## config.mk

```make
export PLATFORM = sky130hd
export DESIGN_NAME = skyline_rect_packer
export DESIGN_NICKNAME = d
export VERILOG_FILES = /design/src/sv/skp_pkg.sv /design/src/sv/skyline_rect_packer.sv /design/src/sv/skp_ram.sv
export SDC_FILE = /design/constraint.sdc
export NUM_CORES = 2
export LEC_CHECK = 0
export BUFFER_PORTS_ARGS = -buffer_cell sky130_fd_sc_hd__buf_2
export CELL_PAD_IN_SITES_DETAIL_PLACEMENT = 1
export CELL_PAD_IN_SITES_GLOBAL_PLACEMENT = 1
export CORE_ASPECT_RATIO = 1.25
export CORE_UTILIZATION = 32
export DETAILED_ROUTE_END_ITERATION = 12
export GPL_TIMING_DRIVEN = 0
export PLACE_DENSITY = 0.56
export SYNTH_ARGS = -nofsm -noshare
export SYNTH_HDL_FRONTEND = slang
export SYNTH_SLANG_ARGS = --single-unit
export TNS_END_PERCENT = 1
```

## constraint.sdc

```tcl
create_clock -name clk -period 11.9 [get_ports clk]
set_input_delay 1.19 -clock clk [delete_from_list [all_inputs] [get_ports clk]]
set_output_delay 1.19 -clock clk [all_outputs]
set_load 0.03 [all_outputs]
```

## src/sv/skp_pkg.sv

```systemverilog
// skyline packer package: payload structs, register indexes and defaults
// no dependencies
package skp_pkg;

  localparam int MAX_SEGMENTS_DEF = 64;
  localparam int COORD_BITS_DEF   = 12;
  localparam int REG_BITS         = 13;
  localparam int POS_BITS         = 12;
  localparam int CFG_IDX_BITS     = 1;

  localparam logic [CFG_IDX_BITS-1:0] REG_ATLAS_WIDTH  = 1'b0;
  localparam logic [CFG_IDX_BITS-1:0] REG_ATLAS_HEIGHT = 1'b1;

  localparam logic [REG_BITS-1:0] ATLAS_SIZE_RST = 13'd512;

  localparam logic KIND_REQUEST = 1'b0;
  localparam logic KIND_CLEAR   = 1'b1;

  typedef struct packed {
    logic                kind;
    logic [REG_BITS-1:0] req_width;
    logic [REG_BITS-1:0] req_height;
  } in_item_t;

  typedef struct packed {
    logic                found;
    logic [POS_BITS-1:0] pos_x;
    logic [POS_BITS-1:0] pos_y;
  } out_item_t;

endpackage

```

## src/sv/skyline_rect_packer.sv

```systemverilog
// skyline rectangle packer top level: sequencer over the segment ram
// depends on skp_pkg and skp_ram
// sequence: a clear rewrites the initial segment before its result, and a refused request is
//   answered straight from idle; a placed request reads each segment under the span for every
//   start in the fit scan (up to n*n reads), then moves entries for insert, trim and merge drops,
//   and makes a merge pass over the segments; one ram access at a time sets the pace
// throughput: one item at a time, busy stays high until the result strobe
// reset: synchronous; the first cycle after reset writes the single initial segment, busy high
module skyline_rect_packer #(
  parameter int MAX_SEGMENTS = skp_pkg::MAX_SEGMENTS_DEF,
  parameter int COORD_BITS   = skp_pkg::COORD_BITS_DEF
) (
  input  logic                                clk,
  input  logic                                rst_n,
  input  logic                                start,
  output logic                                busy,
  input  skp_pkg::in_item_t                   in_data,
  output logic                                out_valid,
  output skp_pkg::out_item_t                  out_data,
  input  logic                                cfg_we,
  input  logic [skp_pkg::CFG_IDX_BITS-1:0]    cfg_addr,
  input  logic [skp_pkg::REG_BITS-1:0]        cfg_wdata
);
  import skp_pkg::*;

  localparam int IW = $clog2(MAX_SEGMENTS);
  localparam int CW = $clog2(MAX_SEGMENTS + 1);
  localparam int CB = COORD_BITS;
  localparam int AW = ((CB > REG_BITS) ? CB : REG_BITS) + 3;
  localparam int EW = 3 * CB;

  localparam logic [4:0] ST_INIT   = 5'd0;
  localparam logic [4:0] ST_IDLE   = 5'd1;
  localparam logic [4:0] ST_S_RD   = 5'd2;
  localparam logic [4:0] ST_S_PROC = 5'd3;
  localparam logic [4:0] ST_I_RD   = 5'd4;
  localparam logic [4:0] ST_I_WR   = 5'd5;
  localparam logic [4:0] ST_T_RD   = 5'd6;
  localparam logic [4:0] ST_T_PROC = 5'd7;
  localparam logic [4:0] ST_D_RD   = 5'd8;
  localparam logic [4:0] ST_D_WR   = 5'd9;
  localparam logic [4:0] ST_M_RD0  = 5'd10;
  localparam logic [4:0] ST_M_PR0  = 5'd11;
  localparam logic [4:0] ST_M_RD1  = 5'd12;
  localparam logic [4:0] ST_M_PR1  = 5'd13;
  localparam logic [4:0] ST_CLEAR  = 5'd14;

  function automatic logic signed [AW-1:0] zc(input logic [CB-1:0] v);
    zc = $signed({{(AW-CB){1'b0}}, v});
  endfunction

  function automatic logic signed [AW-1:0] zr(input logic [REG_BITS-1:0] v);
    zr = $signed({{(AW-REG_BITS){1'b0}}, v});
  endfunction

  function automatic logic signed [AW-1:0] eff(input logic [REG_BITS-1:0] v);
    logic signed [AW-1:0] top;
    top = $signed(AW'(1) <<< CB);
    if (zr(v) < $signed(AW'(3))) eff = $signed(AW'(3));
    else if (zr(v) > top)        eff = top;
    else                         eff = zr(v);
  endfunction

  logic [4:0]            state_r, state_nxt;
  logic [REG_BITS-1:0]   aw_r, aw_nxt, ah_r, ah_nxt;
  logic [REG_BITS-1:0]   w_r, w_nxt, h_r, h_nxt;
  logic [CW-1:0]         cnt_r, cnt_nxt, s_r, s_nxt, k_r, k_nxt, j_r, j_nxt, best_r, best_nxt;
  logic                  first_r, first_nxt, have_r, have_nxt, ret_merge_r, ret_merge_nxt;
  logic signed [AW-1:0]  y_r, y_nxt, left_r, left_nxt, edge_r, edge_nxt;
  logic signed [AW-1:0]  btop_r, btop_nxt;
  logic [CB-1:0]         sw_r, sw_nxt, bw_r, bw_nxt, px_r, px_nxt, py_r, py_nxt;
  logic [CB-1:0]         cx_r, cx_nxt, cy_r, cy_nxt, cw_r, cw_nxt;
  logic                  out_valid_r, out_valid_nxt;
  out_item_t             out_r, out_nxt;

  logic                  ram_we;
  logic [IW-1:0]         ram_waddr, ram_raddr;
  logic [EW-1:0]         ram_wdata, ram_rdata;
  logic [CB-1:0]         rd_x, rd_y, rd_w;

  logic signed [AW-1:0]  wa, ha, ny, ntop, nleft, nw, cut_w;
  logic [CB-1:0]         swk;
  logic                  better;

  assign rd_x = ram_rdata[EW-1 -: CB];
  assign rd_y = ram_rdata[2*CB-1 -: CB];
  assign rd_w = ram_rdata[CB-1:0];

  assign wa = eff(aw_r);
  assign ha = eff(ah_r);

  skp_ram #(.WIDTH(EW), .DEPTH(MAX_SEGMENTS)) u_seg_ram (
    .clk   (clk),
    .we    (ram_we),
    .waddr (ram_waddr),
    .wdata (ram_wdata),
    .raddr (ram_raddr),
    .rdata (ram_rdata)
  );

  // fit walk and trim step arithmetic on the entry just read
  always_comb begin
    ny    = (first_r || zc(rd_y) > y_r) ? zc(rd_y) : y_r;
    ntop  = ny + zr(h_r);
    nleft = (first_r ? zr(w_r) : left_r) - zc(rd_w);
    swk   = first_r ? rd_w : sw_r;
    better = !have_r || (ntop < btop_r) || (ntop == btop_r && swk < bw_r);
    cut_w = edge_r - zc(rd_x);
    nw    = zc(rd_w) - cut_w;
  end

  always_comb begin
    state_nxt     = state_r;
    aw_nxt        = aw_r;
    ah_nxt        = ah_r;
    w_nxt         = w_r;
    h_nxt         = h_r;
    cnt_nxt       = cnt_r;
    s_nxt         = s_r;
    k_nxt         = k_r;
    j_nxt         = j_r;
    best_nxt      = best_r;
    first_nxt     = first_r;
    have_nxt      = have_r;
    ret_merge_nxt = ret_merge_r;
    y_nxt         = y_r;
    left_nxt      = left_r;
    edge_nxt      = edge_r;
    btop_nxt      = btop_r;
    sw_nxt        = sw_r;
    bw_nxt        = bw_r;
    px_nxt        = px_r;
    py_nxt        = py_r;
    cx_nxt        = cx_r;
    cy_nxt        = cy_r;
    cw_nxt        = cw_r;
    out_valid_nxt = 1'b0;
    out_nxt       = out_r;
    ram_we        = 1'b0;
    ram_waddr     = k_r[IW-1:0];
    ram_wdata     = {CB'(1), CB'(1), CB'(wa - $signed(AW'(2)))};
    ram_raddr     = k_r[IW-1:0];

    if (cfg_we) begin
      unique case (cfg_addr)
        REG_ATLAS_WIDTH:  aw_nxt = cfg_wdata;
        REG_ATLAS_HEIGHT: ah_nxt = cfg_wdata;
        default: ;
      endcase
    end

    unique case (state_r)
      ST_INIT, ST_CLEAR: begin
        ram_we    = 1'b1;
        ram_waddr = '0;
        cnt_nxt   = CW'(1);
        state_nxt = ST_IDLE;
        if (state_r == ST_CLEAR) begin
          out_valid_nxt = 1'b1;
          out_nxt       = '0;
        end
      end
      ST_IDLE: begin
        if (start) begin
          w_nxt = in_data.req_width;
          h_nxt = in_data.req_height;
          if (in_data.kind == KIND_CLEAR) begin
            state_nxt = ST_CLEAR;
          end else if (in_data.req_width == '0 || in_data.req_height == '0 ||
                       cnt_r == CW'(MAX_SEGMENTS)) begin
            out_valid_nxt = 1'b1;
            out_nxt       = '0;
          end else begin
            s_nxt     = '0;
            k_nxt     = '0;
            first_nxt = 1'b1;
            have_nxt  = 1'b0;
            state_nxt = ST_S_RD;
          end
        end
      end
      ST_S_RD: begin
        if (k_r >= cnt_r) begin
          // span runs past the last segment: this start does not fit
          first_nxt = 1'b1;
          s_nxt     = s_r + CW'(1);
          k_nxt     = s_r + CW'(1);
          if ({1'b0, s_r} + (CW+1)'(1) >= {1'b0, cnt_r}) state_nxt = ST_I_RD;
          else state_nxt = ST_S_RD;
          if (!have_r && {1'b0, s_r} + (CW+1)'(1) >= {1'b0, cnt_r}) begin
            out_valid_nxt = 1'b1;
            out_nxt       = '0;
            state_nxt     = ST_IDLE;
          end
          k_nxt = ({1'b0, s_r} + (CW+1)'(1) >= {1'b0, cnt_r}) ? cnt_r : s_r + CW'(1);
        end else begin
          ram_raddr = k_r[IW-1:0];
          state_nxt = ST_S_PROC;
        end
      end
      ST_S_PROC: begin
        logic done_start;
        done_start = 1'b0;
        if (first_r) sw_nxt = rd_w;
        first_nxt = 1'b0;
        if (first_r && (zc(rd_x) + zr(w_r) > wa - $signed(AW'(1)))) begin
          done_start = 1'b1;
        end else if (ntop > ha - $signed(AW'(1))) begin
          done_start = 1'b1;
        end else if (nleft <= $signed(AW'(0))) begin
          done_start = 1'b1;
          if (better) begin
            have_nxt = 1'b1;
            btop_nxt = ntop;
            bw_nxt   = swk;
            best_nxt = s_r;
            px_nxt   = first_r ? rd_x : px_r;
            py_nxt   = CB'(ny);
          end
        end else begin
          y_nxt    = ny;
          left_nxt = nleft;
          k_nxt    = k_r + CW'(1);
          if (first_r) px_nxt = px_r;
          state_nxt = ST_S_RD;
        end
        if (first_r) begin
          cx_nxt = rd_x;
        end
        if (done_start) begin
          if (first_r && nleft <= $signed(AW'(0)) && better &&
              !(zc(rd_x) + zr(w_r) > wa - $signed(AW'(1))) &&
              !(ntop > ha - $signed(AW'(1)))) begin
            px_nxt = rd_x;
          end else if (!first_r && nleft <= $signed(AW'(0)) && better &&
                       !(ntop > ha - $signed(AW'(1)))) begin
            px_nxt = cx_r;
          end
          first_nxt = 1'b1;
          left_nxt  = zr(w_r);
          s_nxt     = s_r + CW'(1);
          if ({1'b0, s_r} + (CW+1)'(1) >= {1'b0, cnt_r}) begin
            k_nxt = cnt_r;
            if (!(have_r || (nleft <= $signed(AW'(0)) && !(ntop > ha - $signed(AW'(1))) &&
                  !(first_r && (zc(rd_x) + zr(w_r) > wa - $signed(AW'(1))))))) begin
              out_valid_nxt = 1'b1;
              out_nxt       = '0;
              state_nxt     = ST_IDLE;
            end else begin
              state_nxt = ST_I_RD;
            end
          end else begin
            k_nxt     = s_r + CW'(1);
            state_nxt = ST_S_RD;
          end
        end else if (first_r) begin
          left_nxt = zr(w_r) - zc(rd_w);
        end
      end
      ST_I_RD: begin
        if (k_r == best_r) begin
          ram_we    = 1'b1;
          ram_waddr = best_r[IW-1:0];
          ram_wdata = {px_r, CB'(zc(py_r) + zr(h_r)), CB'(w_r)};
          cnt_nxt   = cnt_r + CW'(1);
          k_nxt     = best_r + CW'(1);
          edge_nxt  = zc(px_r) + zr(w_r);
          state_nxt = ST_T_RD;
        end else begin
          ram_raddr = IW'(k_r - CW'(1));
          state_nxt = ST_I_WR;
        end
      end
      ST_I_WR: begin
        ram_we    = 1'b1;
        ram_waddr = k_r[IW-1:0];
        ram_wdata = ram_rdata;
        k_nxt     = k_r - CW'(1);
        state_nxt = ST_I_RD;
      end
      ST_T_RD: begin
        if (k_r >= cnt_r) begin
          k_nxt     = '0;
          state_nxt = ST_M_RD0;
        end else begin
          ram_raddr = k_r[IW-1:0];
          state_nxt = ST_T_PROC;
        end
      end
      ST_T_PROC: begin
        if (zc(rd_x) >= edge_r) begin
          k_nxt     = '0;
          state_nxt = ST_M_RD0;
        end else if (nw > $signed(AW'(0))) begin
          ram_we    = 1'b1;
          ram_waddr = k_r[IW-1:0];
          ram_wdata = {CB'(edge_r), rd_y, CB'(nw)};
          k_nxt     = '0;
          state_nxt = ST_M_RD0;
        end else begin
          // segment fully covered: drop it and look at the one that slides in
          j_nxt         = k_r;
          ret_merge_nxt = 1'b0;
          state_nxt     = ST_D_RD;
        end
      end
      ST_D_RD: begin
        if ({1'b0, j_r} + (CW+1)'(1) >= {1'b0, cnt_r}) begin
          cnt_nxt   = cnt_r - CW'(1);
          state_nxt = ret_merge_r ? ST_M_RD1 : ST_T_RD;
        end else begin
          ram_raddr = IW'(j_r + CW'(1));
          state_nxt = ST_D_WR;
        end
      end
      ST_D_WR: begin
        ram_we    = 1'b1;
        ram_waddr = j_r[IW-1:0];
        ram_wdata = ram_rdata;
        j_nxt     = j_r + CW'(1);
        state_nxt = ST_D_RD;
      end
      ST_M_RD0: begin
        if ({1'b0, k_r} + (CW+1)'(1) >= {1'b0, cnt_r}) begin
          out_valid_nxt = 1'b1;
          out_nxt       = '{found: 1'b1, pos_x: POS_BITS'(px_r), pos_y: POS_BITS'(py_r)};
          state_nxt     = ST_IDLE;
        end else begin
          ram_raddr = k_r[IW-1:0];
          state_nxt = ST_M_PR0;
        end
      end
      ST_M_PR0: begin
        cx_nxt    = rd_x;
        cy_nxt    = rd_y;
        cw_nxt    = rd_w;
        state_nxt = ST_M_RD1;
      end
      ST_M_RD1: begin
        if ({1'b0, k_r} + (CW+1)'(1) >= {1'b0, cnt_r}) begin
          out_valid_nxt = 1'b1;
          out_nxt       = '{found: 1'b1, pos_x: POS_BITS'(px_r), pos_y: POS_BITS'(py_r)};
          state_nxt     = ST_IDLE;
        end else begin
          ram_raddr = IW'(k_r + CW'(1));
          state_nxt = ST_M_PR1;
        end
      end
      ST_M_PR1: begin
        if (rd_y == cy_r) begin
          ram_we        = 1'b1;
          ram_waddr     = k_r[IW-1:0];
          ram_wdata     = {cx_r, cy_r, cw_r + rd_w};
          cw_nxt        = cw_r + rd_w;
          j_nxt         = k_r + CW'(1);
          ret_merge_nxt = 1'b1;
          state_nxt     = ST_D_RD;
        end else begin
          cx_nxt    = rd_x;
          cy_nxt    = rd_y;
          cw_nxt    = rd_w;
          k_nxt     = k_r + CW'(1);
          state_nxt = ST_M_RD1;
        end
      end
      default: state_nxt = ST_IDLE;
    endcase
  end

  always_ff @(posedge clk) begin
    if (!rst_n) begin
      state_r     <= ST_INIT;
      aw_r        <= ATLAS_SIZE_RST;
      ah_r        <= ATLAS_SIZE_RST;
      cnt_r       <= CW'(1);
      out_valid_r <= 1'b0;
      have_r      <= 1'b0;
      first_r     <= 1'b1;
      ret_merge_r <= 1'b0;
    end else begin
      state_r     <= state_nxt;
      aw_r        <= aw_nxt;
      ah_r        <= ah_nxt;
      cnt_r       <= cnt_nxt;
      out_valid_r <= out_valid_nxt;
      have_r      <= have_nxt;
      first_r     <= first_nxt;
      ret_merge_r <= ret_merge_nxt;
    end
  end

  always_ff @(posedge clk) begin
    w_r    <= w_nxt;
    h_r    <= h_nxt;
    s_r    <= s_nxt;
    k_r    <= k_nxt;
    j_r    <= j_nxt;
    best_r <= best_nxt;
    y_r    <= y_nxt;
    left_r <= left_nxt;
    edge_r <= edge_nxt;
    btop_r <= btop_nxt;
    sw_r   <= sw_nxt;
    bw_r   <= bw_nxt;
    px_r   <= px_nxt;
    py_r   <= py_nxt;
    cx_r   <= cx_nxt;
    cy_r   <= cy_nxt;
    cw_r   <= cw_nxt;
    out_r  <= out_nxt;
  end

  assign busy      = (state_r != ST_IDLE);
  assign out_valid = out_valid_r;
  assign out_data  = out_r;

endmodule

```

## src/sv/skp_ram.sv

```systemverilog
// generic single write, single read ram with registered read data
// no dependencies
module skp_ram #(
  parameter int WIDTH = 36,
  parameter int DEPTH = 64
) (
  input  logic                     clk,
  input  logic                     we,
  input  logic [$clog2(DEPTH)-1:0] waddr,
  input  logic [WIDTH-1:0]         wdata,
  input  logic [$clog2(DEPTH)-1:0] raddr,
  output logic [WIDTH-1:0]         rdata
);

  logic [WIDTH-1:0] mem [DEPTH];

  always_ff @(posedge clk) begin
    if (we) begin
      mem[waddr] <= wdata;
    end
    rdata <= mem[raddr];
  end

endmodule

```

; Word level (Yosys, flattened, before mapping)
; Memory sizes are Yosys's and may differ from the RTL's. A register that Yosys moved wholly into a read port is not among the register bits.
; Index checks and enable logic that the tools add are counted.
[word_totals]
ff_bits = 269
mem_bits_rw = 2304
input_bits = 45
output_inout_bits = 27
wordCells = 315
memories = 1
[mem_list]
columns = name, words, word_bits, read_ports, rd_clocked_by_memory_dff, write_ports, line
row1 = u_seg_ram.mem, 64, 36, 1, 1, 1, skp_ram.sv:15  ; logic [WIDTH-1:0] mem [DEPTH];
[op_classes]
addsub = 22
order_cmp = 16
eq_ne = 50
n_mux = 136
n_bitwise = 4
n_reduce_logical = 57
[ops]
columns = cell, n
row1 = $mux 25, 10
row2 = $mux 12, 13
row3 = $mux 7, 21
row4 = $mux 36, 4
row5 = $pmux 36 s4, 1
row6 = $pmux 25 s5, 1
row7 = $mux 16, 6
row8 = $mux 13, 5
row9 = $pmux 5 s13, 1
row10 = $pmux 7 s3, 3
row11 = $pmux 7 s8, 1
row12 = $mux 5, 10
row13 = $pmux 12 s2, 2
row14 = $ne 2x2->1 const B, 22
row15 = $pmux 12 s3, 1
row16 = $pmux 6 s3, 2
row17 = $add 7x1->7 const B, 5
row18 = $eq 5x4->1 const B, 7
row19 = $mux 1, 35
row20 = $sub 16x13->16, 2
row21 = $add 12x13->14, 2
row22 = $gt 13x13->1 const B, 2
row23 = $logic_not 13->1, 2
row24 = $lt 13x2->1 const B, 2
row25 = other kinds (57), 125

; Logic depth before layout (Yosys ltp)
[depth]
ltp_word = 14
mapped_depth = 38
mapped_depth_nobuf = 36

; Cells and area by module
; A second synthesis with hierarchy kept.
[hier_totals]
cells_unflattened = 6110
hier_area_um2 = 109450.0
[modules_own_cells]
columns = module, n_inst, cells_per_inst, area_each_um2, seq_area_each_um2
row1 = skp_ram, 1, 3823, 88082.0, 69907.0
row2 = skyline_rect_packer, 1, 2287, 21368.0, 7577.3

; Least setup slack after synthesis
; Ideal clock, no wire load.
[synth_timing]
kind = reg-to-reg
start = reg y_r[1]
end = reg have_r
setup_time_ns = 0.067
arrival_time_ns = 8.972
required_time_ns = 11.833
slack_ns = 2.861
stages_incl_launch_ff = 36
n_path_buf = 0
period_less_slack_ns = 9.039
path_cell_list = edfxtp_1 inv_1 ha_1 nor2b_1 o21a_1 o21a_1 o21ai_0 nand2b_1 a21oi_1 o21bai_1 a21oi_1 o31ai_1 mux2_2 ha_1 fa_1 a21oi_1 nor2_1 nor2_1 o21bai_1 a21oi_1 o21bai_1 a21oi_1 o21ai_0 o21a_1 nor2_1 xnor2_1 ha_1 a21oi_1 o21ai_0 a21o_1 a2111o_1 a2111oi_0 o22ai_1 or3_4 nor2_1 o221a_2
[synth_between]
elab_chain_cells = 9
elab_cells_between_ends = 13
cone_classes = add/sub: 1 / order compare: 3 / eq/ne: 3 / mux: 1 / reduce/logical: 5
[synth_rtl]
columns = element, line
row1 = from (decl), skyline_rect_packer.sv:69  ; logic signed [AW-1:0] y_r, y_nxt, left_r, left_nxt, edge_r, edge_nxt;
row2 = from (signal assigned), skyline_rect_packer.sv:399  ; y_r <= y_nxt;
row3 = $gt 13x16->1 *, skyline_rect_packer.sv:103  ; ny = (first_r || zc(rd_y) > y_r) ? zc(rd_y) : y_r;
row4 = $logic_or 1x1->1 *, skyline_rect_packer.sv:103
row5 = $mux 16 *, skyline_rect_packer.sv:103
row6 = net ny[0], skyline_rect_packer.sv:81  ; logic signed [AW-1:0] wa, ha, ny, ntop, nleft, nw, cut_w;
row7 = $add 16x14->16 *, skyline_rect_packer.sv:104  ; ntop = ny + zr(h_r);
row8 = net ntop[12], skyline_rect_packer.sv:81
row9 = $lt 16x16->1 / $eq 16x16->1 (equally long branches), skyline_rect_packer.sv:107  ; better = !have_r || (ntop < btop_r) || (ntop == btop_r && swk < bw_r);
row10 = $logic_or 1x1->1 / $logic_and 1x1->1 (equally long branches), skyline_rect_packer.sv:107
row11 = $logic_or 1x1->1, skyline_rect_packer.sv:107
row12 = $ne 2x2->1 (no line), --
row13 = $reduce_and 8->1 (no line) *, --
row14 = to (signal assigned), skyline_rect_packer.sv:386  ; have_r <= have_nxt;
row15 = to (decl), skyline_rect_packer.sv:68  ; logic first_r, first_nxt, have_r, have_nxt, ret_merge_r, ret_merge_nxt;
; Mark *: on every way through the listed nets, which the timed path passes. The rest lies on a longest branch.
; A chain may end at the register's enable or synchronous reset.

; Worst setup path in the final report
[layout_timing]
start = reg u_seg_ram.rdata[12], read port of u_seg_ram.mem
end = reg s_r[4], enable pin
[layout_between]
elab_chain_cells = 10
[layout_rtl]
columns = element, line
row1 = from (decl), skp_ram.sv:12  ; output logic [WIDTH-1:0] rdata
row2 = $gt 13x16->1, skyline_rect_packer.sv:103
row3 = $logic_or 1x1->1, skyline_rect_packer.sv:103
row4 = $mux 16, skyline_rect_packer.sv:103
row5 = net ny[1], skyline_rect_packer.sv:81
row6 = $add 16x14->16, skyline_rect_packer.sv:104
row7 = net ntop[13], skyline_rect_packer.sv:81
row8 = $gt 16x16->1, skyline_rect_packer.sv:208  ; end else if (ntop > ha - $signed(AW'(1))) begin
row9 = $mux 1, skyline_rect_packer.sv:208
row10 = $mux 1, skyline_rect_packer.sv:206  ; if (first_r && (zc(rd_x) + zr(w_r) > wa - $signed(AW'(1)))) begin
row11 = $mux 1, skyline_rect_packer.sv:152  ; unique case (state_r)
row12 = $ne 2x2->1 (no line), --
row13 = $reduce_and 6->1 (no line), --
row14 = to (signal assigned), skyline_rect_packer.sv:395  ; s_r <= s_nxt;
row15 = to (decl), skyline_rect_packer.sv:67  ; logic [CW-1:0] cnt_r, cnt_nxt, s_r, s_nxt, k_r, k_nxt, j_r, j_nxt, best_r, best_nxt;
; The timed path passes the listed nets, and every way through them passes these cells. The select of a mux whose other input is x is not followed.

==> summary by stage <==
Timing
Setup repair after global routing left no endpoint under its margin. The final critical-path setup slack is 1.50 ns. The final hold violation count was 0.

The fmax is a little under 100 MHz. The final critical delay including setup and external delays is 10.40 ns. Final hold analysis gives a worst-case slack of 0.406 ns. The worst max-slew margin expressed relative to the limit is -9.48%.

The worst path uses 87.4% of the clock period. The worst setup skew after layout is 0.116 ns. The final count of pins violating max slew is 30. The measured slew at the worst slew-check pin is 1.64 ns. Setup violations remaining at the end of the flow were counted as 0.

Logic synthesis
The count of warnings emitted by yosys is 0. By count the netlist is led by 2529 x sky130_fd_sc_hd__edfxtp_1, 1641 x sky130_fd_sc_hd__nand2_1, 399 x sky130_fd_sc_hd__nand3_1, 377 x sky130_fd_sc_hd__and3_1, 299 x sky130_fd_sc_hd__a211oi_1. By area the synthesized netlist is led by sky130_fd_sc_hd__edfxtp_1 67%, sky130_fd_sc_hd__nand2_1 5.5%, sky130_fd_sc_hd__ha_1 2.4%.

Dividing the synthesized area by the synthesized cell count gives 13.1 um2. The primary flip-flop cell chosen by synthesis mapping is sky130_fd_sc_hd__edfxtp_1. The sequential area share after synthesis is just under 70%.

The count of different cell masters after synthesis is 106. The number of standard cells after synthesis is roughly 8600. For this run, asynchronously set or reset flops after synthesis account for 0%. Summed over its instances, the top area cell type makes up about two thirds of the synthesized netlist area. Counting flops with a built-in enable in the synthesized netlist gives 2529. The post-synthesis cell area is 0.113 mm2. The total of flip-flops plus latches after synthesis is 2606.

In the post-synthesis netlist, the cell with the most instances is sky130_fd_sc_hd__edfxtp_1. The library cell occupying the most area in the post-synthesis netlist is sky130_fd_sc_hd__edfxtp_1.

Placement
The number of port buffers is 70. The post-detailed-placement half-perimeter wirelength is about 360 mm. The routability-driven placement congestion ratio is roughly 1.0. The cell count after placement is 13500.

Before CTS, the worst setup slack after placement is 1.29 ns.

Pwr
VDD sags by at most between 0.0001 and 0.00015 V. For this design the ratio of total power to cell area is between 200 and 250 mW/mm2. The total leakage power is 45.7 nW.

Clock network
The later pin in the worst-skew pair is clocked with a latency of 0.98 ns. The number of clock buffers inserted by TritonCTS is around 290. TritonCTS built the clock tree.

For this design, the CTS-stage hold fixing added 0 buffers. Post-CTS timing repair inserted 0 buffers for setup. The clock tree root driver cell is sky130_fd_sc_hd__clkbuf_16. After clock tree synthesis, the clock-pin slew on the worst setup and hold paths is about 0.060 ns. In this run the number of H-tree levels came out at 5. In this run the deepest clock path goes through 4 buffers. The post-cts gate resize count is 0. The clock drives 2606 sinks.

Drt
The final layout contains routed wiring with a total length of 482 mm. The pre-antenna-repair detailed-routing pass consisted of 12 iterations. In the routed design, unresolved DRC markers number 14.

The remaining antenna violation count is 0. The number of vias per cell is 5.66. In the final routed layout, each cell accounts on average for 34.3 um.

The DRC violation total after the first TritonRoute iteration is 8267. The via count of the routed design is 79400.

Critical path
The family of cells with the greatest summed delay on the critical path is compound AO/OA/AOI/OAI gates. The cell that appears most often on the critical path is sky130_fd_sc_hd__a21oi_1. Along the worst path, the maximum fanout reaches 20. The worst setup path is captured at a flop. The class of the most critical setup path is flop to flop. The setup check on the worst reg-to-reg path leaves a slack of 1.50 ns. Data on the critical path is required at its endpoint by ~12 ns. The critical path starts at u_seg_ram.rdata[12].

The slowest library cell on the worst path is sky130_fd_sc_hd__dfxtp_1. The worst path arrival time is 10.95 ns. Counting both buffers and inverters, the worst setup path holds a total of 3. On the worst path, the slowest cell contributes a delay of about 0.76 ns. The launch point of the worst reg-to-reg path is u_seg_ram.rdata[12].

The worst setup path is launched from a flop.

Layout
In the final design database the tool counted 9428 nets. The post-route netlist has 11.8% of its cells at a drive strength greater than 1. The synthesis-to-finish area growth is 17.7%. The number of fill cells in the layout is 36600. The finished layout holds 14000 standard cells, fillers aside.

Die
The die is 533 um wide. For this configuration, the core starts out at a cell density of 32.1%. The height of the die is 665 um. The core region is 0.351 mm2.

The die area is 0.355 mm2. The number of rows in the core area is around 240. The top-level I/O count is 72.

GRT
The first global-routing pass estimated 656 mm of wire. Global routing used 26.6% of the available tracks across all layers. Entering global routing, the biggest net connects 65 pins. For this run the aggregate overflow at the end of global routing stands at 0. The via count of the first global-routing pass came to 81000. The number of antenna violations at the first check in global routing was 44.

Hold path
The classification of the worst-slack hold path is input port to flop. The worst hold path begins at in_data[8].

Outcome
The checks that failed: DRC, capacitance limit, slew limit. The run finished, with violations left.

Run
Max-cap violations in this run came to 5.
-- power by group --
group / total (mW) / internal (mW) / switching, mW
Clock: 9.03 / 5.09 / 3.94
Sequential: 10.8 / 10.6 / 0.274
Combinational: 7.61 / 2.19 / 5.42
Total: 27.5 / 17.8 / 9.63
-- layer usage --
| metal | GRT usage [%] | vias to the layer above | part of all wire, % |
|---|---|---|---|
| met1 | 31.2 | 41300 | 37 |
| li1 | - | 33800 | - |
| met2 | 44.9 | 3309 | 48 |
| met5 | 0 | - | 0.012 |
| met3 | 4.08 | 1031 | 6.9 |
| met4 | 17.7 | 10 | 7.7 |
-- cells by family after synthesis --
family | after synthesis | synth area share (%)
adder cells (fa/ha/maj) | 238 | 2.78
buffers and inverters | 720 | 2.73
flip-flops | 2606 | 68.8
AND/OR/NAND/NOR | 3055 | 12.4
multiplexers | 215 | 1.94
other | 2 | 0.00666
XOR/XNOR | 130 | 1.01
AO/OA/AOI/OAI | 1631 | 10.4
-- registers in the layout, indices dropped and copies added (netlist names), 12 cells and up --
name and flops:
aw_r 13, cx_r 12, u_seg_ram.mem 2304, left_r 16, w_r 13, out_data 25
h_r 13, ah_r 13, u_seg_ram.rdata 36, sw_r 12, btop_r 16, py_r 12
bw_r 12, cy_r 12, cw_r 12, y_r 16, edge_r 14, px_r 12
-- worst reg2reg max path, delay by kind of cell, from the launching register on --
family / cells / cell delay (ns)
compound gates: 16 / 4.56
xor+xnor: 1 / 0.29
fa+ha+maj: 3 / 1.00
buf+inv: 3 / 0.89
flops: 1 / 0.76
simple gates: 7 / 2.47
-- final timing paths --
kind,end,depth (start not counted)
setup reg to reg,s_r[4],30
hold / removal,h_r[8],1
hold reg to reg,best_r[5],0
setup / recovery,s_r[4],30
-- area by class of cell --
cell class / count / area, um2 / area share, %
Sequential cell: 2606 / 77500 / 58.4
Multi-Input combinational cell: 5272 / 33000 / 24.9
Clock buffer: 354 / 7550 / 5.69
Tap cell: 4655 / 5820 / 4.39
Timing Repair Buffer: 259 / 3900 / 2.94
Buffer: 533 / 2380 / 1.80
Clock inverter: 156 / 1680 / 1.26
Inverter: 187 / 702 / 0.529
Antenna cell: 16 / 40.0 / 0.0302
-- stage by stage --
step | cell area (um2) | TNS (ns) | power (mW) | util [%]
global route | 133000 | 0 | 28.3 | 37.8
detailed placement | 123000 | 0 | 18.5 | 35.2
finish | 133000 | 0 | 27.5 | 37.8
global placement | 119000 | -305.72 | 18.2 | 33.9
CTS | 133000 | 0 | 27.5 | 37.8
floorplan | 113000 | 0 | 14.9 | -
-- cells in the final DEF (no fill, tap or decap), types with 30 or more instances in the layout --
cell type | netlist | layout
sky130_fd_sc_hd__edfxtp_1 | 2529 | 2529
sky130_fd_sc_hd__nand2_1 | 1641 | 1632
sky130_fd_sc_hd__nand3_1 | 399 | 398
sky130_fd_sc_hd__and3_1 | 377 | 377
sky130_fd_sc_hd__clkbuf_1 | 272 | 330
sky130_fd_sc_hd__a211oi_1 | 299 | 299
sky130_fd_sc_hd__clkbuf_16 | 0 | 292
sky130_fd_sc_hd__buf_2 | 202 | 277
sky130_fd_sc_hd__a21oi_1 | 264 | 259
sky130_fd_sc_hd__ha_1 | 218 | 218
sky130_fd_sc_hd__a31oi_1 | 218 | 217
sky130_fd_sc_hd__nor2_1 | 261 | 192
sky130_fd_sc_hd__mux2i_1 | 185 | 185
sky130_fd_sc_hd__inv_1 | 184 | 184
sky130_fd_sc_hd__o21ai_0 | 153 | 152
sky130_fd_sc_hd__a22oi_1 | 100 | 96
sky130_fd_sc_hd__buf_12 | 0 | 84
sky130_fd_sc_hd__nor3_1 | 81 | 80
sky130_fd_sc_hd__nand4_1 | 77 | 77
sky130_fd_sc_hd__dfxtp_1 | 77 | 77
sky130_fd_sc_hd__xnor2_1 | 76 | 76
sky130_fd_sc_hd__nor2_4 | 2 | 70
sky130_fd_sc_hd__a311oi_1 | 66 | 66
sky130_fd_sc_hd__a21o_1 | 61 | 61
sky130_fd_sc_hd__clkinv_1 | 1 | 60
sky130_fd_sc_hd__xor2_1 | 54 | 54
sky130_fd_sc_hd__buf_16 | 0 | 43
sky130_fd_sc_hd__a22o_1 | 42 | 42
sky130_fd_sc_hd__and2_1 | 39 | 39
sky130_fd_sc_hd__clkinv_2 | 0 | 39
sky130_fd_sc_hd__buf_4 | 19 | 37
sky130_fd_sc_hd__nor2b_1 | 34 | 34
sky130_fd_sc_hd__o21a_1 | 34 | 34
sky130_fd_sc_hd__a21boi_0 | 33 | 33
sky130_fd_sc_hd__buf_1 | 32 | 32
sky130_fd_sc_hd__mux2_2 | 30 | 30
sky130_fd_sc_hd__a311o_1 | 30 | 30
(Power assumes the default switching activity.)
